--- config.mk ---
export PLATFORM = sky130hd
export DESIGN_NAME = nak_retransmit_window_sender
export DESIGN_NICKNAME = d
export VERILOG_FILES = /design/src/rtl/nrws_pkg.sv /design/src/rtl/nrws_alu.sv /design/src/rtl/nrws_list.sv /design/src/rtl/nrws_seq.sv /design/src/rtl/nak_retransmit_window_sender.sv
export VERILOG_INCLUDE_DIRS = /design/src /design/src/rtl
export SDC_FILE = /design/constraint.sdc
export NUM_CORES = 1
export LEC_CHECK = 0
export ABC_AREA = 1
export ABC_CLOCK_PERIOD_IN_PS = 3300
export BUFFER_PORTS_ARGS = -buffer_cell sky130_fd_sc_hd__buf_2
export CORE_AREA = 2 2 287 289
export CTS_BUF_LIST = sky130_fd_sc_hd__clkbuf_2 sky130_fd_sc_hd__clkbuf_4 sky130_fd_sc_hd__clkbuf_8
export DETAILED_ROUTE_END_ITERATION = 6
export DIE_AREA = 0 0 289 291
export PLACE_DENSITY = 0.44
export RECOVER_POWER = 50
export SLEW_MARGIN = 20
export SYNTH_ARGS = -nofsm -noshare
export SYNTH_HDL_FRONTEND = slang
export SYNTH_SLANG_ARGS = --single-unit
--- constraint.sdc ---
create_clock -name clk -period 3.3 [get_ports clk]
set_input_delay 0.99 -clock clk [delete_from_list [all_inputs] [get_ports clk]]
set_output_delay 0.99 -clock clk [all_outputs]
set_load 0.005 [all_outputs]
--- src/rtl/nak_retransmit_window_sender_assert.svh ---
// ----------------------------------------------------------------------------
// NAK retransmit sender assertion macros
// Shared concurrent assertion forms, clocked on the rising edge and
// disabled while reset is asserted.
// ----------------------------------------------------------------------------
`ifndef NAK_RETRANSMIT_WINDOW_SENDER_ASSERT_SVH
`define NAK_RETRANSMIT_WINDOW_SENDER_ASSERT_SVH

// Consequent must hold in the same cycle as the antecedent
`define NRWS_ASSERT_SAME(label, clk, rst_n, ante, cons, msg) \
    label: assert property (@(posedge clk) disable iff (!rst_n) (ante) |-> (cons)) \
        else $error(msg);

// Consequent must hold in the cycle after the antecedent
`define NRWS_ASSERT_NEXT(label, clk, rst_n, ante, cons, msg) \
    label: assert property (@(posedge clk) disable iff (!rst_n) (ante) |=> (cons)) \
        else $error(msg);

`endif

--- src/rtl/nrws_pkg.sv ---
// ----------------------------------------------------------------------------
// nrws_pkg
// Types, codes and constants shared by the NAK retransmit sender modules.
// ----------------------------------------------------------------------------
package nrws_pkg;

    // Field and register widths
    localparam int SEQ_W      = 32;
    localparam int WC_W       = 4;
    localparam int WSIZE_W    = 4;
    localparam int LIMIT_W    = 16;
    localparam int REG_IDX_W  = 1;
    localparam int CFG_DATA_W = 16;

    // Defaults and reset values
    localparam int                 MAX_WINDOW_DEF  = 8;
    localparam logic [WSIZE_W-1:0] WINDOW_SIZE_RST = 4'd5;
    localparam logic [LIMIT_W-1:0] SEQ_LIMIT_RST   = 16'd50;
    localparam logic [SEQ_W-1:0]   NEXT_SEQ_RST    = 32'd1;
    localparam logic [WC_W-1:0]    WC_MAX          = 4'hF;

    // Input function codes
    localparam logic FUNC_REPLY = 1'b0;
    localparam logic FUNC_FLUSH = 1'b1;

    // Configuration register indexes
    localparam logic [REG_IDX_W-1:0] REG_WINDOW_SIZE = 1'b0;
    localparam logic [REG_IDX_W-1:0] REG_SEQ_LIMIT   = 1'b1;

    // Sequencer states
    typedef enum logic [3:0] {
        ST_IDLE,
        ST_FL_START,
        ST_RS_ADDR,
        ST_RS_EMIT,
        ST_BURST,
        ST_FL_END,
        ST_SR_ADDR,
        ST_SR_CMP,
        ST_COMMIT
    } state_t;

    // Shared unit operations
    typedef enum logic [1:0] {
        ALU_ADD,
        ALU_EQ,
        ALU_LT
    } alu_op_t;

    typedef struct packed {
        alu_op_t          op;
        logic [SEQ_W-1:0] a;
        logic [SEQ_W-1:0] b;
    } alu_req_t;

    typedef struct packed {
        logic             flag;
        logic [SEQ_W-1:0] sum;
    } alu_res_t;

    // One transmitted packet
    typedef struct packed {
        logic [SEQ_W-1:0] packet_value;
        logic             is_resend;
        logic             last;
    } pkt_t;

endpackage

--- src/rtl/nrws_alu.sv ---
// ----------------------------------------------------------------------------
// nrws_alu
// Shared 32-bit adder and comparator used by the sequencer for sequence
// increments, duplicate search and the burst limit check.
// ----------------------------------------------------------------------------
module nrws_alu
    import nrws_pkg::*;
(
    input  alu_req_t req,
    output alu_res_t res
);

    // Add always, pick the compare by opcode
    always_comb
    begin
        res.sum = req.a + req.b;
        unique case (req.op)
            ALU_EQ:  res.flag = (req.a == req.b);
            ALU_LT:  res.flag = (req.a < req.b);
            ALU_ADD: res.flag = 1'b0;
            default: res.flag = 1'b0;
        endcase
    end

endmodule

--- src/rtl/nrws_list.sv ---
// ----------------------------------------------------------------------------
// nrws_list
// Resend list storage: one write port and one registered read port.
// Contents are undefined until written.
// ----------------------------------------------------------------------------
module nrws_list
    import nrws_pkg::*;
#(
    parameter int MAX_WINDOW = MAX_WINDOW_DEF,
    parameter int IDX_W      = (MAX_WINDOW > 1) ? $clog2(MAX_WINDOW) : 1
)
(
    input  logic             clk,
    input  logic             wr_en,
    input  logic [IDX_W-1:0] wr_addr,
    input  logic [SEQ_W-1:0] wr_data,
    input  logic [IDX_W-1:0] rd_addr,
    output logic [SEQ_W-1:0] rd_data
);

    logic [SEQ_W-1:0] mem [MAX_WINDOW];
    logic [SEQ_W-1:0] rd_data_reg;

    // Write on request, read every cycle
    always_ff @(posedge clk)
    begin
        if (wr_en)
        begin
            mem[wr_addr] <= wr_data;
        end
        rd_data_reg <= mem[rd_addr];
    end

    assign rd_data = rd_data_reg;

endmodule

--- src/rtl/nrws_seq.sv ---
// ----------------------------------------------------------------------------
// nrws_seq
// Sequencer: duplicate search and insert for replies, and the flush walk
// that sends the resend list followed by a fresh burst.
// ----------------------------------------------------------------------------
`include "nak_retransmit_window_sender_assert.svh"

module nrws_seq
    import nrws_pkg::*;
#(
    parameter int MAX_WINDOW = MAX_WINDOW_DEF,
    parameter int IDX_W      = (MAX_WINDOW > 1) ? $clog2(MAX_WINDOW) : 1
)
(
    input  logic               clk,
    input  logic               rst_n,
    input  logic               in_valid,
    input  logic               func,
    input  logic [SEQ_W-1:0]   reply_value,
    output logic               in_stall,
    input  logic [WSIZE_W-1:0] window_size,
    input  logic [LIMIT_W-1:0] seq_limit,
    output logic               emit_valid,
    input  logic               emit_ready,
    output pkt_t               emit,
    output alu_req_t           alu_req,
    input  alu_res_t           alu_res,
    output logic               wr_en,
    output logic [IDX_W-1:0]   wr_addr,
    output logic [SEQ_W-1:0]   wr_data,
    output logic [IDX_W-1:0]   rd_addr,
    input  logic [SEQ_W-1:0]   rd_data
);

    localparam int CNT_W = $clog2(MAX_WINDOW + 1);

    state_t           state_reg, state_next;
    logic [CNT_W-1:0] rc_reg, rc_next;
    logic [CNT_W-1:0] idx_reg, idx_next;
    logic [WC_W-1:0]  wc_reg, wc_next;
    logic [WC_W-1:0]  burst_reg, burst_next;
    logic [SEQ_W-1:0] next_seq_reg, next_seq_next;
    logic [SEQ_W-1:0] reply_reg, reply_next;
    logic             pend_reg, pend_next;
    logic             found_reg, found_next;
    logic             burst_en_reg, burst_en_next;
    logic [WC_W-1:0]  eff_win;
    logic             emit_fire;
    logic             rs_done;
    logic             burst_done;
    logic             full_window;

    // Clamp the window size to 1..MAX_WINDOW
    always_comb
    begin
        if (window_size == '0)
        begin
            eff_win = WC_W'(1);
        end
        else if (int'(window_size) > MAX_WINDOW)
        begin
            eff_win = WC_W'(MAX_WINDOW);
        end
        else
        begin
            eff_win = window_size;
        end
    end

    assign in_stall    = (state_reg != ST_IDLE);
    assign emit_valid  = (state_reg == ST_RS_EMIT) || (state_reg == ST_BURST);
    assign emit_fire   = emit_valid && emit_ready;
    assign rs_done     = ((idx_reg + CNT_W'(1)) == rc_reg);
    assign burst_done  = ((burst_reg + WC_W'(1)) == eff_win);
    assign full_window = (wc_reg >= eff_win);
    assign rd_addr     = idx_reg[IDX_W-1:0];
    assign wr_addr     = rc_reg[IDX_W-1:0];
    assign wr_data     = reply_reg;

    // Next state
    always_comb
    begin
        state_next = state_reg;
        unique case (state_reg)
            ST_IDLE:
            begin
                if (in_valid)
                begin
                    if (func == FUNC_FLUSH || full_window)
                    begin
                        state_next = ST_FL_START;
                    end
                    else if (reply_value != '0 && rc_reg != '0)
                    begin
                        state_next = ST_SR_ADDR;
                    end
                    else
                    begin
                        state_next = ST_COMMIT;
                    end
                end
            end
            ST_FL_START:
            begin
                if (rc_reg != '0)
                begin
                    state_next = ST_RS_ADDR;
                end
                else if (alu_res.flag)
                begin
                    state_next = ST_BURST;
                end
                else
                begin
                    state_next = ST_FL_END;
                end
            end
            ST_RS_ADDR:
            begin
                state_next = ST_RS_EMIT;
            end
            ST_RS_EMIT:
            begin
                if (emit_ready)
                begin
                    if (!rs_done)
                    begin
                        state_next = ST_RS_ADDR;
                    end
                    else if (burst_en_reg)
                    begin
                        state_next = ST_BURST;
                    end
                    else
                    begin
                        state_next = ST_FL_END;
                    end
                end
            end
            ST_BURST:
            begin
                if (emit_ready && burst_done)
                begin
                    state_next = ST_FL_END;
                end
            end
            ST_FL_END:
            begin
                state_next = pend_reg ? ST_COMMIT : ST_IDLE;
            end
            ST_SR_ADDR:
            begin
                state_next = ST_SR_CMP;
            end
            ST_SR_CMP:
            begin
                if (alu_res.flag || rs_done)
                begin
                    state_next = ST_COMMIT;
                end
                else
                begin
                    state_next = ST_SR_ADDR;
                end
            end
            ST_COMMIT:
            begin
                state_next = ST_IDLE;
            end
            default:
            begin
                state_next = ST_IDLE;
            end
        endcase
    end

    // Datapath updates, shared unit requests and emitted packet
    always_comb
    begin
        rc_next       = rc_reg;
        idx_next      = idx_reg;
        wc_next       = wc_reg;
        burst_next    = burst_reg;
        next_seq_next = next_seq_reg;
        reply_next    = reply_reg;
        pend_next     = pend_reg;
        found_next    = found_reg;
        burst_en_next = burst_en_reg;
        wr_en         = 1'b0;
        alu_req       = '{op: ALU_ADD, a: next_seq_reg, b: SEQ_W'(1)};
        emit          = '{packet_value: next_seq_reg, is_resend: 1'b0, last: burst_done};
        unique case (state_reg)
            ST_IDLE:
            begin
                // Capture the item and remember whether a reply waits on a flush
                if (in_valid)
                begin
                    reply_next = reply_value;
                    found_next = 1'b0;
                    idx_next   = '0;
                    pend_next  = (func != FUNC_FLUSH);
                end
            end
            ST_FL_START:
            begin
                // Decide on the burst once, before anything is sent
                alu_req       = '{op: ALU_LT, a: next_seq_reg, b: SEQ_W'(seq_limit)};
                burst_en_next = alu_res.flag;
                idx_next      = '0;
                burst_next    = '0;
            end
            ST_RS_EMIT:
            begin
                emit = '{packet_value: rd_data, is_resend: 1'b1,
                         last: rs_done && !burst_en_reg};
                if (emit_fire)
                begin
                    idx_next = idx_reg + CNT_W'(1);
                end
            end
            ST_BURST:
            begin
                // Advance the sequence through the shared adder
                if (emit_fire)
                begin
                    next_seq_next = alu_res.sum;
                    burst_next    = burst_reg + WC_W'(1);
                end
            end
            ST_FL_END:
            begin
                rc_next = '0;
                wc_next = '0;
            end
            ST_SR_CMP:
            begin
                alu_req    = '{op: ALU_EQ, a: rd_data, b: reply_reg};
                found_next = alu_res.flag;
                idx_next   = idx_reg + CNT_W'(1);
            end
            ST_COMMIT:
            begin
                // Append a new, nonzero NAK if there is room, then count the reply
                if (reply_reg != '0 && !found_reg && rc_reg < CNT_W'(MAX_WINDOW))
                begin
                    wr_en   = 1'b1;
                    rc_next = rc_reg + CNT_W'(1);
                end
                if (wc_reg != WC_MAX)
                begin
                    wc_next = wc_reg + WC_W'(1);
                end
            end
            default:
            begin
            end
        endcase
    end

    // Control registers
    always_ff @(posedge clk or negedge rst_n)
    begin
        if (!rst_n)
        begin
            state_reg    <= ST_IDLE;
            rc_reg       <= '0;
            idx_reg      <= '0;
            wc_reg       <= '0;
            burst_reg    <= '0;
            next_seq_reg <= NEXT_SEQ_RST;
            pend_reg     <= 1'b0;
            found_reg    <= 1'b0;
            burst_en_reg <= 1'b0;
        end
        else
        begin
            state_reg    <= state_next;
            rc_reg       <= rc_next;
            idx_reg      <= idx_next;
            wc_reg       <= wc_next;
            burst_reg    <= burst_next;
            next_seq_reg <= next_seq_next;
            pend_reg     <= pend_next;
            found_reg    <= found_next;
            burst_en_reg <= burst_en_next;
        end
    end

    // Held reply value
    always_ff @(posedge clk)
    begin
        reply_reg <= reply_next;
    end

    // Checks
    `NRWS_ASSERT_SAME(a_rc_bound, clk, rst_n, 1'b1, int'(rc_reg) <= MAX_WINDOW, "resend count over capacity")
    `NRWS_ASSERT_NEXT(a_last_ends_flush, clk, rst_n, emit_fire && emit.last, state_reg == ST_FL_END, "last packet did not end the flush")
    `NRWS_ASSERT_NEXT(a_flush_clears, clk, rst_n, state_reg == ST_FL_END, rc_reg == '0 && wc_reg == '0, "flush left counts set")
    `NRWS_ASSERT_NEXT(a_burst_step, clk, rst_n, emit_fire && !emit.is_resend, next_seq_reg == $past(next_seq_reg) + SEQ_W'(1), "burst packet did not advance sequence")

endmodule

--- src/rtl/nak_retransmit_window_sender.sv ---
// Reply item: a nonzero reply is searched entry by entry (list read is registered), then committed.
// Flush item: setup, then address and emit states per resend, then the burst, then a clear;
//   a first resend goes through ST_RS_ADDR and ST_RS_EMIT after setup, a first burst packet
//   through ST_BURST; output stalls hold the emit states.
// A flush caused by a reply into a full window ends with a commit of the held reply.
// Reset: window_size 5, seq_limit 50, next sequence 1, counts zero; list contents undefined.
// ----------------------------------------------------------------------------
// nak_retransmit_window_sender
// Sender side of a windowed NAK retransmission scheme: collects NAKs into a
// duplicate-free list and on flush sends resends followed by a fresh burst.
// ----------------------------------------------------------------------------
module nak_retransmit_window_sender
    import nrws_pkg::*;
#(
    parameter int MAX_WINDOW = MAX_WINDOW_DEF
)
(
    input  logic                  clk,
    input  logic                  rst_n,
    input  logic                  in_valid,
    output logic                  in_stall,
    input  logic                  func,
    input  logic [SEQ_W-1:0]      reply_value,
    output logic                  out_valid,
    input  logic                  out_stall,
    output logic [SEQ_W-1:0]      packet_value,
    output logic                  is_resend,
    output logic                  last,
    input  logic                  cfg_valid,
    output logic                  cfg_ready,
    input  logic [REG_IDX_W-1:0]  cfg_index,
    input  logic [CFG_DATA_W-1:0] cfg_data
);

    localparam int IDX_W = (MAX_WINDOW > 1) ? $clog2(MAX_WINDOW) : 1;

    logic [WSIZE_W-1:0] window_size_reg;
    logic [LIMIT_W-1:0] seq_limit_reg;
    logic               out_valid_reg;
    pkt_t               pkt_reg;
    logic               emit_valid;
    logic               emit_ready;
    pkt_t               emit;
    alu_req_t           alu_req;
    alu_res_t           alu_res;
    logic               wr_en;
    logic [IDX_W-1:0]   wr_addr;
    logic [SEQ_W-1:0]   wr_data;
    logic [IDX_W-1:0]   rd_addr;
    logic [SEQ_W-1:0]   rd_data;

    // Configuration writes
    assign cfg_ready = 1'b1;

    always_ff @(posedge clk or negedge rst_n)
    begin
        if (!rst_n)
        begin
            window_size_reg <= WINDOW_SIZE_RST;
            seq_limit_reg   <= SEQ_LIMIT_RST;
        end
        else if (cfg_valid && cfg_ready)
        begin
            unique case (cfg_index)
                REG_WINDOW_SIZE: window_size_reg <= cfg_data[WSIZE_W-1:0];
                REG_SEQ_LIMIT:   seq_limit_reg   <= cfg_data[LIMIT_W-1:0];
                default:
                begin
                end
            endcase
        end
    end

    nrws_seq #(
        .MAX_WINDOW (MAX_WINDOW),
        .IDX_W      (IDX_W)
    ) u_seq (
        .clk         (clk),
        .rst_n       (rst_n),
        .in_valid    (in_valid),
        .func        (func),
        .reply_value (reply_value),
        .in_stall    (in_stall),
        .window_size (window_size_reg),
        .seq_limit   (seq_limit_reg),
        .emit_valid  (emit_valid),
        .emit_ready  (emit_ready),
        .emit        (emit),
        .alu_req     (alu_req),
        .alu_res     (alu_res),
        .wr_en       (wr_en),
        .wr_addr     (wr_addr),
        .wr_data     (wr_data),
        .rd_addr     (rd_addr),
        .rd_data     (rd_data)
    );

    nrws_alu u_alu (
        .req (alu_req),
        .res (alu_res)
    );

    nrws_list #(
        .MAX_WINDOW (MAX_WINDOW),
        .IDX_W      (IDX_W)
    ) u_list (
        .clk     (clk),
        .wr_en   (wr_en),
        .wr_addr (wr_addr),
        .wr_data (wr_data),
        .rd_addr (rd_addr),
        .rd_data (rd_data)
    );

    // Output register: load when empty or being taken
    assign emit_ready = !out_valid_reg || !out_stall;

    always_ff @(posedge clk or negedge rst_n)
    begin
        if (!rst_n)
        begin
            out_valid_reg <= 1'b0;
        end
        else if (emit_ready)
        begin
            out_valid_reg <= emit_valid;
        end
    end

    always_ff @(posedge clk)
    begin
        if (emit_valid && emit_ready)
        begin
            pkt_reg <= emit;
        end
    end

    assign out_valid    = out_valid_reg;
    assign packet_value = pkt_reg.packet_value;
    assign is_resend    = pkt_reg.is_resend;
    assign last         = pkt_reg.last;

endmodule
==> results of run 1 <==
-- per-stage QoR --
step / utilization [%] / hold slack [ns] / instance area [um^2] / power [mW]
after detailed placement: 28.99 / 0.4790 / 23530 / 11.81
after global routing: 32.35 / 0.4808 / 26270 / 18.76
after global placement: 28.99 / 0.4783 / 23530 / 11.77
final: 32.35 / 0.4920 / 26270 / 17.76
after floorplan: - / 0.4455 / 20130 / 9.488
after CTS: 31.64 / 0.3434 / 25690 / 17.69
-- Yosys cell counts (4+ instances only) --
master	count	area, um^2
a21o_1	5	37.54
a21oi_1	61	305.3
a31oi_1	33	206.5
buf_1	11	41.29
buf_2	16	80.08
buf_4	4	30.03
clkbuf_1	43	161.4
dfrtp_1	70	1752
dfstp_2	6	157.7
dfxtp_1	32	640.6
edfxtp_1	322	9669
ha_1	75	938.4
inv_1	178	668.1
inv_2	10	37.54
mux2_2	12	135.1
nand2_1	281	1055
nand2_2	7	43.79
nand3_1	74	370.4
nand3b_1	4	30.03
nand4_1	16	100.1
nor2_1	337	1265
nor3_1	14	70.07
nor4_1	11	68.82
o21ai_0	224	1121
o21ai_1	27	135.1
o21ai_2	12	105.1
o21bai_1	6	45.04
o22ai_1	34	212.7
xor2_1	19	166.4
-- metal layers --
metal	wire length, um	vias to the layer above	track usage, %
met5	18	-	0
met4	1851	2	5.306
met3	2986	100	2.798
met2	31140	353	25.38
met1	29650	7412	20.36
li1	-	7539	-
-- repair_timing --
item,4_1_cts,5_1_grt
resized for setup,74,138
setup buffers,13,17
cloned,2,1
pin swaps,25,58
endpoints found under the setup margin,22,31
-- worst max-delay path, cell delays in order, from the launching register on --
cell,delay (ns)
dfrtp_1,0.42
nor2_4,0.16
inv_4,0.06
nor2_8,0.11
inv_4,0.04
ha_4,0.21
nor2_8,0.18
buf_12,0.16
nand2_1,0.06
o21ai_1,0.18
ha_4,0.27
inv_2,0.09
buf_6,0.11
nand2_4,0.06
buf_4,0.14
buf_4,0.12
buf_4,0.13
buf_4,0.12
buf_4,0.12
buf_4,0.12
buf_4,0.12
buf_4,0.12
nand3_1,0.07
o21ai_1,0.07
-- worst max path at each step --
stage	from	end	slack (ns)	depth (start not counted)
floorplan	u_seq.state_reg[2]	u_seq.next_seq_reg[18]	0.06	18
global placement	u_seq.state_reg[3]	u_seq.state_reg[1]	-0.32	21
detailed placement	u_seq.state_reg[3]	u_seq.next_seq_reg[29]	-0.28	21
CTS	u_seq.state_reg[2]	u_seq.next_seq_reg[2]	-0.001	23
global route	u_seq.state_reg[3]	u_seq.next_seq_reg[2]	-0.16	23
finish	u_seq.state_reg[3]	u_seq.next_seq_reg[2]	-0.04	23
-- layout by cell type (no fill, tap or decap), types with 54 or more instances in the layout --
cell	netlist	routed
buf_2	16	59
buf_4	4	199
clkbuf_8	0	93
dfrtp_1	70	68
edfxtp_1	322	322
ha_1	75	54
inv_1	178	166
nand2_1	281	263
nand3_1	74	64
nor2_1	337	307
o21ai_0	224	205
-- kinds of logic after synthesis --
| family | count (synthesis) | share of synthesized area, % |
|---|---|---|
| xor+xnor | 22 | 0.9585 |
| fa+ha+maj | 76 | 4.768 |
| buf+inv | 268 | 5.321 |
| flops | 430 | 60.78 |
| compound gates | 421 | 11.66 |
| simple gates | 761 | 15.82 |
| other cells | 1 | 0.01865 |
| mux | 12 | 0.6722 |
-- layout make-up --
class	count	share of cell area, %
clock inverters	21	0.7431
inverters	190	2.782
clock buffers	125	5.788
flip-flops and latches	430	46.54
diodes	1	0.009527
multi-input cells	1293	29.16
well taps	1070	5.097
repair buffers	343	9.884
-- power groups by stage --
| stage | clock, mW | combinational (mW) | sequential (mW) |
|---|---|---|---|
| 2_1_floorplan | 0 | 2.41 | 7.08 |
| 3_3_place_gp | 0 | 4.53 | 7.24 |
| 3_5_place_dp | 0 | 4.56 | 7.25 |
| 4_1_cts | 5.65 | 4.89 | 7.15 |
| 5_1_grt | 5.87 | 5.67 | 7.22 |
| 6_report | 5.45 | 5.15 | 7.15 |
==> impl_metrics.ini, run 1 <==
[cts]
tritoncts = built
cts_buffer_depth = 3
clk_latency_ns = 0.70
cts_root_buf = clkbuf_8
hold_buffers = 0
clk_pin_slew_worst_paths_ns = 0.06
cts_sinks = 430
cts_made_buffers = 78
htreeDepth = 3

[status]
violations = capacitance limit, slew limit, setup timing
outcome = complete, but fails checks

[critical_path]
r2r_slack_ns = -0.04
reg2reg_to = u_seq.next_seq_reg[2]
worstSetupEndpointType = flip-flop
cp_data_arrival_time_ns = 3.90
critPathMaxFanout = 12
crit_required_ns = 3.87
r2r-start = u_seq.state_reg[3]
ff2ff_path_depth = 23
worstSetupPathType = flip-flop to flip-flop
start_kind = flip-flop

[timing]
fin_setup_tns_ns = -0.03650
fmax_mhz = 299.7
grt_setup_unrepaired = true
slew_headroom_pct = -0.3319
setup_viol = 1
postLayoutSetupSlackWorst_ns = -0.03650
tightest_slew_ns = 1.505
maxSlewViolCount = 20
min_period_ns = 3.337
finalCritPeriodShare_pct = 101.1
fin_skew_ns = 0.05350
hold_viol = 0

[placement]
place_inst = 3293
io_buffer_count = 90
gp_congestion = 0.8874
place_hpwl_um = 45040
place_ws_ns = -0.2767

[pwr]
pwr-share-clk_pct = 30.7
leakagePower_nw = 10.70
p_sw_mw = 5.945
pwr-share-comb_pct = 29.0
pwr-share-seq_pct = 40.3
power.internal_mw = 11.81
max-vdd-ir-drop_mv = 0.3216
p_sw_share_pct = 33.48
p_per_area_nw_per_um2 = 676.0

[grt]
grt_antenna_before_repair = 2
grt_pass1_vias = 15590
grt-ovfl-total = 0
grt_pass1_wl_um = 97060
track_usage_pct = 15.45
grt_max_degree = 113

[cells_and_area]
multi_input_area_um2 = 7659
syn_to_final_growth_pct = 30.66
drive_gt1_share_pct = 27.10
instances_no_fill = 3473
seq_area_um2 = 12220
nFillCells = 8358
top_register = u_list.mem
nNetsFinal = 2467
largest_reg_flops = 256

[routing]
drt_pass1_iterations = 5
routed_via_density = 4.436
drt_wl_total_um = 65650
drc_errors = 0
vias = 15410
antenna_left = 0
drt_iter0_drc = 1069
wl_per_cell_um = 18.90

[min_path]
min_to = u_seq.pend_reg
hold_class = flip-flop to flip-flop
hold_path.startpoint = u_seq.pend_reg
hold_path_depth = 2

[synth]
synth_cells = 1991
yosys_warnings = 0
synthArstFlopShare_pct = 17.67
ys.flop_type = edfxtp_1
syn_area_per_cell_um2 = 10.10
syn_area_um2 = 20100
synth_edf_count = 322
ys_types = 56
ys_seq_area_share_pct = 60.78
syn-num-nets = 2122
synth.ff_latch_count = 430

[die]
row_count = 105
core_um2 = 81190
die_w_um = 289
io_pins = 92
start_util_pct = 24.76
dieArea_um2 = 84100
dieHeight_um = 291

[flow_run]
cap_violations = 1
No activity file was read; power rests on OpenSTA's default activity.
==> run 2, diff against run 1 <==
--- a/config.mk
+++ b/config.mk
@@ -7,7 +7,7 @@
 export NUM_CORES = 1
 export LEC_CHECK = 0
 export ABC_AREA = 1
-export ABC_CLOCK_PERIOD_IN_PS = 3300
+export ABC_CLOCK_PERIOD_IN_PS = 2840
 export BUFFER_PORTS_ARGS = -buffer_cell sky130_fd_sc_hd__buf_2
 export CORE_AREA = 2 2 287 289
 export CTS_BUF_LIST = sky130_fd_sc_hd__clkbuf_2 sky130_fd_sc_hd__clkbuf_4 sky130_fd_sc_hd__clkbuf_8
==> constraint.sdc (replaced) <==
create_clock -name clk -period 2.84 [get_ports clk]
set_input_delay 0.852 -clock clk [delete_from_list [all_inputs] [get_ports clk]]
set_output_delay 0.852 -clock clk [all_outputs]
set_load 0.005 [all_outputs]
==> impl_metrics.ini, run 2 (synthesis results as in run 1) <==
[status]
outcome = complete, but fails checks
violations = setup timing

[timing]
finalCritPeriodShare_pct = 112.3
fin_setup_tns_ns = -7.751
slew_headroom_pct = 20.17
hold_viol = 0
tightest_slew_ns = 1.197
postLayoutSetupSlackWorst_ns = -0.3499
fin_skew_ns = 0.02987
fmax_mhz = 313.5
grt_setup_unrepaired = true
setup_viol = 33
min_period_ns = 3.190
maxSlewViolCount = 0
whs_ns = 0.4009

[cts]
cts_root_buf = clkbuf_8
tritoncts = built
cts_made_buffers = 78
htreeDepth = 3
clk_pin_slew_worst_paths_ns = 0.06
cts_buffer_depth = 3
clk_latency_ns = 0.66
cts_sinks = 430

[cells_and_area]
instances_no_fill = 3474
drive_gt1_share_pct = 28.35
nNetsFinal = 2467
syn_to_final_growth_pct = 32.05
largest_reg_flops = 256
utilization_pct = 32.70
final_cell_mix = 322 x edfxtp_1, 302 x nor2_1, 256 x nand2_1
final_area_um2 = 26550
mostFrequentLayoutCell = edfxtp_1
top_register = u_list.mem

[die]
dieArea_um2 = 84100
dieHeight_um = 291
die_w_um = 289
start_util_pct = 24.76
io_pins = 92
row_count = 105
core_um2 = 81190

[critical_path]
cp_num_buf_inv = 5
critPathLaunch = u_seq.state_reg[2]
worstSetupPathType = flip-flop to flip-flop
cp_data_arrival_time_ns = 3.72
ff2ff_path_depth = 20
critPathTopFamily = compound AO/OA/AOI/OAI gates
r2r-start = u_seq.state_reg[2]
worstSetupEndpointType = flip-flop
reg2reg_to = u_seq.next_seq_reg[18]
worstPathCellList = inv_2, nor2_4, inv_4, nor2_8, inv_6, ha_4, nor2_4, inv_2, a22oi_2, inv_1, ha_2, fa_2, nand2_2, o21ai_4, a21o_4, a21oi_4, o21bai_2, or2_0, nand3_1, nand2_1
worstSetupEndpoint = u_seq.next_seq_reg[18]
cpPeakStageDelay_ns = 0.39
start_kind = flip-flop
critPathMaxFanout = 5
r2r_slack_ns = -0.35
crit_slowest_cell = dfrtp_1
crit_required_ns = 3.37
cp_num_cells = 20

[routing]
antenna_left = 0
vias = 15590
routed_via_density = 4.486
wl_per_cell_um = 18.91
drt_iter0_drc = 963
drt_wl_total_um = 65710
drt_pass1_iterations = 5
drc_errors = 0

[grt]
grt_pass1_vias = 15660
grt-ovfl-total = 0
track_usage_pct = 15.58
grt_pass1_wl_um = 98240
grt_max_degree = 77
grt_antenna_before_repair = 1

[pwr]
max-vdd-ir-drop_mv = 0.3328
leakagePower_nw = 10.75
p_per_area_nw_per_um2 = 770.2
totalPowerFinal_mw = 20.44

[placement]
dpl_cell_area_um2 = 23770
place_ws_ns = -0.7439
gp_congestion = 0.8695
io_buffer_count = 90
place_hpwl_um = 44050
place_inst = 3294

[min_path]
hold_path.startpoint = reply_value[29]
hold_class = input pin to flip-flop

[flow_run]
cap_violations = 0
## run 2: cell count changes in the layout (fill, tap and decap cells not counted), moves of 7 or more
cell and change:
buf_4 -14, xor2_1 -9, xor2_2 +7, nand2_1 -7, nor2_4 +9
## run 2: how the worst min path moves through the flow
| stage | endpoint | cells past startpoint |
|---|---|---|
| finish | u_seq.wr_data[29] | 1 |
| global route | u_seq.wr_data[0] | 1 |
| CTS | seq_limit_reg[9] | 1 |
| detailed placement | u_seq.burst_en_reg | 2 |
| global placement | u_seq.next_seq_reg[5] | 2 |
| floorplan | u_seq.burst_en_reg | 2 |
## run 2: final cells by class
cell class                      count  area, um^2
Inverter                          190       729.5
Multi-Input combinational cell   1293        8015
Sequential cell                   430       12220
Timing Repair Buffer              343        2571
Fill cell                        8395       54640
Antenna cell                        2       5.005
Clock inverter                     26       187.7
Clock buffer                      120        1476
Tap cell                         1070        1339
## run 2: metal layers
metal	up-vias	global-route usage, %	share of wire [%]
li1	7539	-	-
met1	7622	20.66	46
met4	0	4.614	2.4
met3	93	2.602	3.8
met5	-	0	0
met2	332	25.92	48
## run 2: what timing repair did
item | 4_1_cts | 5_1_grt
hold buffers | 0 | 0
gates resized for setup | 125 | 97
pin swaps | 21 | 33
cloned | 0 | 2
buffers inserted | 18 | 13
endpoints found under the setup margin | 34 | 35
## run 2: power by group
group	leakage [nW]	switching, mW	total [mW]	internal (mW)
registers	4.18	0.385	8.11	7.73
logic	5.68	3.81	6.19	2.38
clock network	0.881	2.64	6.15	3.51
total	10.7	6.83	20.4	13.6
## run 2: worst register-to-register path: stages (launching register included)
cell and delay [ns]:
dfrtp_1 0.39, inv_2 0.06, nor2_4 0.13, inv_4 0.06, nor2_8 0.10, inv_6 0.04, ha_4 0.20, nor2_4 0.12
inv_2 0.07, a22oi_2 0.20, inv_1 0.07, ha_2 0.20, fa_2 0.35, nand2_2 0.11, o21ai_4 0.07, a21o_4 0.25
a21oi_4 0.22, o21bai_2 0.10, or2_0 0.23, nand3_1 0.07, nand2_1 0.05
==> run 3, diff against run 2 <==
--- a/config.mk
+++ b/config.mk
@@ -15,6 +15,7 @@
 export DIE_AREA = 0 0 289 291
 export PLACE_DENSITY = 0.44
 export RECOVER_POWER = 50
+export SETUP_SLACK_MARGIN = 0.15
 export SLEW_MARGIN = 20
 export SYNTH_ARGS = -nofsm -noshare
 export SYNTH_HDL_FRONTEND = slang
==> impl_metrics.ini, run 3 (synthesis results as in run 1) <==
[placement]
place_inst = 3302
gp_congestion = 0.8821
place_ws_ns = -0.7060
place_hpwl_um = 43320
dpl_cell_area_um2 = 23860
io_buffer_count = 90

[grt]
grt_pass1_vias = 15700
track_usage_pct = 15.50
grt_max_degree = 82
grt_antenna_before_repair = 2
grt-ovfl-total = 0
grt_pass1_wl_um = 97710

[pwr]
leakagePower_nw = 10.65
p_sw_share_pct = 33.10
pwr-share-clk_pct = 31.3
max-vdd-ir-drop_mv = 0.3960
pwr-share-seq_pct = 39.6
p_per_area_nw_per_um2 = 778.4
pwr-share-comb_pct = 29.1
p_sw_mw = 6.787
power.internal_mw = 13.71

[routing]
wl_per_cell_um = 18.58
drt_iter0_drc = 1001
drt_pass1_iterations = 5
vias = 15470
drc_errors = 0
antenna_left = 0
drt_wl_total_um = 64710
routed_via_density = 4.441

[timing]
finalCritPeriodShare_pct = 114.3
postLayoutSetupSlackWorst_ns = -0.4061
fmax_mhz = 308.1
setup_viol = 33
fin_skew_ns = 0.04743
min_period_ns = 3.246
slew_headroom_pct = 17.09
tightest_slew_ns = 1.244
maxSlewViolCount = 0
grt_setup_unrepaired = true
hold_viol = 0

[min_path]
hold_path.startpoint = reply_value[5]
hold_class = input pin to flip-flop
min_to = u_seq.wr_data[5]
hold_path_depth = 1

[cells_and_area]
seq_area_um2 = 12230
top_register = u_list.mem
nFillCells = 8446
instances_no_fill = 3482
final_cell_mix = 322 x edfxtp_1, 295 x nor2_1, 261 x nand2_1
syn_to_final_growth_pct = 31.00
final_area_um2 = 26340
largest_reg_flops = 256
drive_gt1_share_pct = 27.84
mostFrequentLayoutCell = edfxtp_1
multi_input_area_um2 = 7735
nNetsFinal = 2477

[die]
row_count = 105
die_w_um = 289
core_um2 = 81190
start_util_pct = 24.76
dieArea_um2 = 84100
dieHeight_um = 291
io_pins = 92

[critical_path]
worstSetupPathType = flip-flop to flip-flop
cpPeakStageDelay_ns = 0.41
crit_slowest_cell = dfrtp_1
reg2reg_to = u_seq.next_seq_reg[18]
crit_required_ns = 3.39
crit_top_cell = nor2_8
worstPathCellList = inv_2, nor2_4, inv_4, nor2_8, inv_6, ha_4, nor2_8, bufbuf_16, a22oi_2, inv_1, ha_2, fa_2, nand2_2, o21ai_2, a21o_1, a21oi_4, o21bai_1, or2_0, nand3_1, nand2_1
cp_data_arrival_time_ns = 3.79
r2r_slack_ns = -0.41
critPathMaxFanout = 12
worstSetupEndpointType = flip-flop
r2r-start = u_seq.state_reg[2]
start_kind = flip-flop
ff2ff_path_depth = 20

[cts]
clk_pin_slew_worst_paths_ns = 0.06
hold_buffers = 0
cts_root_buf = clkbuf_8
cts_made_buffers = 80
cts_buffer_depth = 3
cts_sinks = 430
tritoncts = built
clk_latency_ns = 0.68
htreeDepth = 3

[status]
violations = setup timing
outcome = complete, but fails checks

[flow_run]
cap_violations = 0
run 3: worst max-delay path by stage:
stage / start / to / slack [ns]
CTS: u_seq.state_reg[2] / u_seq.next_seq_reg[18] / -0.38
floorplan: u_seq.state_reg[2] / u_seq.next_seq_reg[18] / -0.25
detailed placement: u_seq.state_reg[3] / u_seq.next_seq_reg[29] / -0.71
global route: u_seq.state_reg[2] / u_seq.state_reg[0] / -0.59
finish: u_seq.state_reg[2] / u_seq.next_seq_reg[18] / -0.41
global placement: u_seq.state_reg[3] / u_seq.next_seq_reg[29] / -0.69
run 3: power by group through the flow:
stage	clock [mW]	sequential [mW]	combinational, mW
floorplan	0	8.23	2.98
global placement	0	8.26	5.53
detailed placement	0	8.26	5.56
CTS	6.63	8.15	5.95
global route	6.90	8.18	6.59
finish	6.42	8.11	5.97
run 3: what timing repair did:
| item | 4_1_cts | 5_1_grt |
|---|---|---|
| pin swaps | 36 | 24 |
| gates cloned | 1 | 1 |
| resized for setup | 101 | 62 |
| setup endpoints to repair | 92 | 162 |
| setup buffers | 17 | 13 |
run 3: layout make-up:
type | instances | share of cell area, %
diodes | 2 | 0.01900
clock buffers | 113 | 5.288
clock inverters | 33 | 1.259
inverters | 190 | 2.770
multi-input cells | 1293 | 29.37
flip-flops and latches | 430 | 46.42
well taps | 1070 | 5.084
repair buffers | 351 | 9.787
run 3: worst max-delay path: cells and delay by family (launching register included):
| family | cells | cell delay, ns |
|---|---|---|
| simple gates | 7 | 0.54 |
| flops | 1 | 0.41 |
| buf+inv | 5 | 0.58 |
| compound gates | 5 | 0.86 |
| fa+ha+maj | 3 | 0.75 |
run 3: per-stage QoR:
stage	hold slack (ns)	power (mW)	util (%)	setup TNS (ns)
after floorplan	0.4455	11.21	-	-19.45
after global routing	0.3422	21.67	32.43	-16.26
final	0.3783	20.50	32.44	-9.305
after global placement	0.4696	13.79	29.38	-14.12
after CTS	0.1735	20.72	32.21	-9.548
after detailed placement	0.4782	13.82	29.38	-15.32
run 3: routing by layer:
metal  share of wire [%]  up-vias  track usage (%)
met4                 1.7        0            4.099
met2                  49      289            25.95
li1                    -     7549                -
met5                   0        -                0
met3                 3.8       63            2.453
met1                  46     7564            20.71
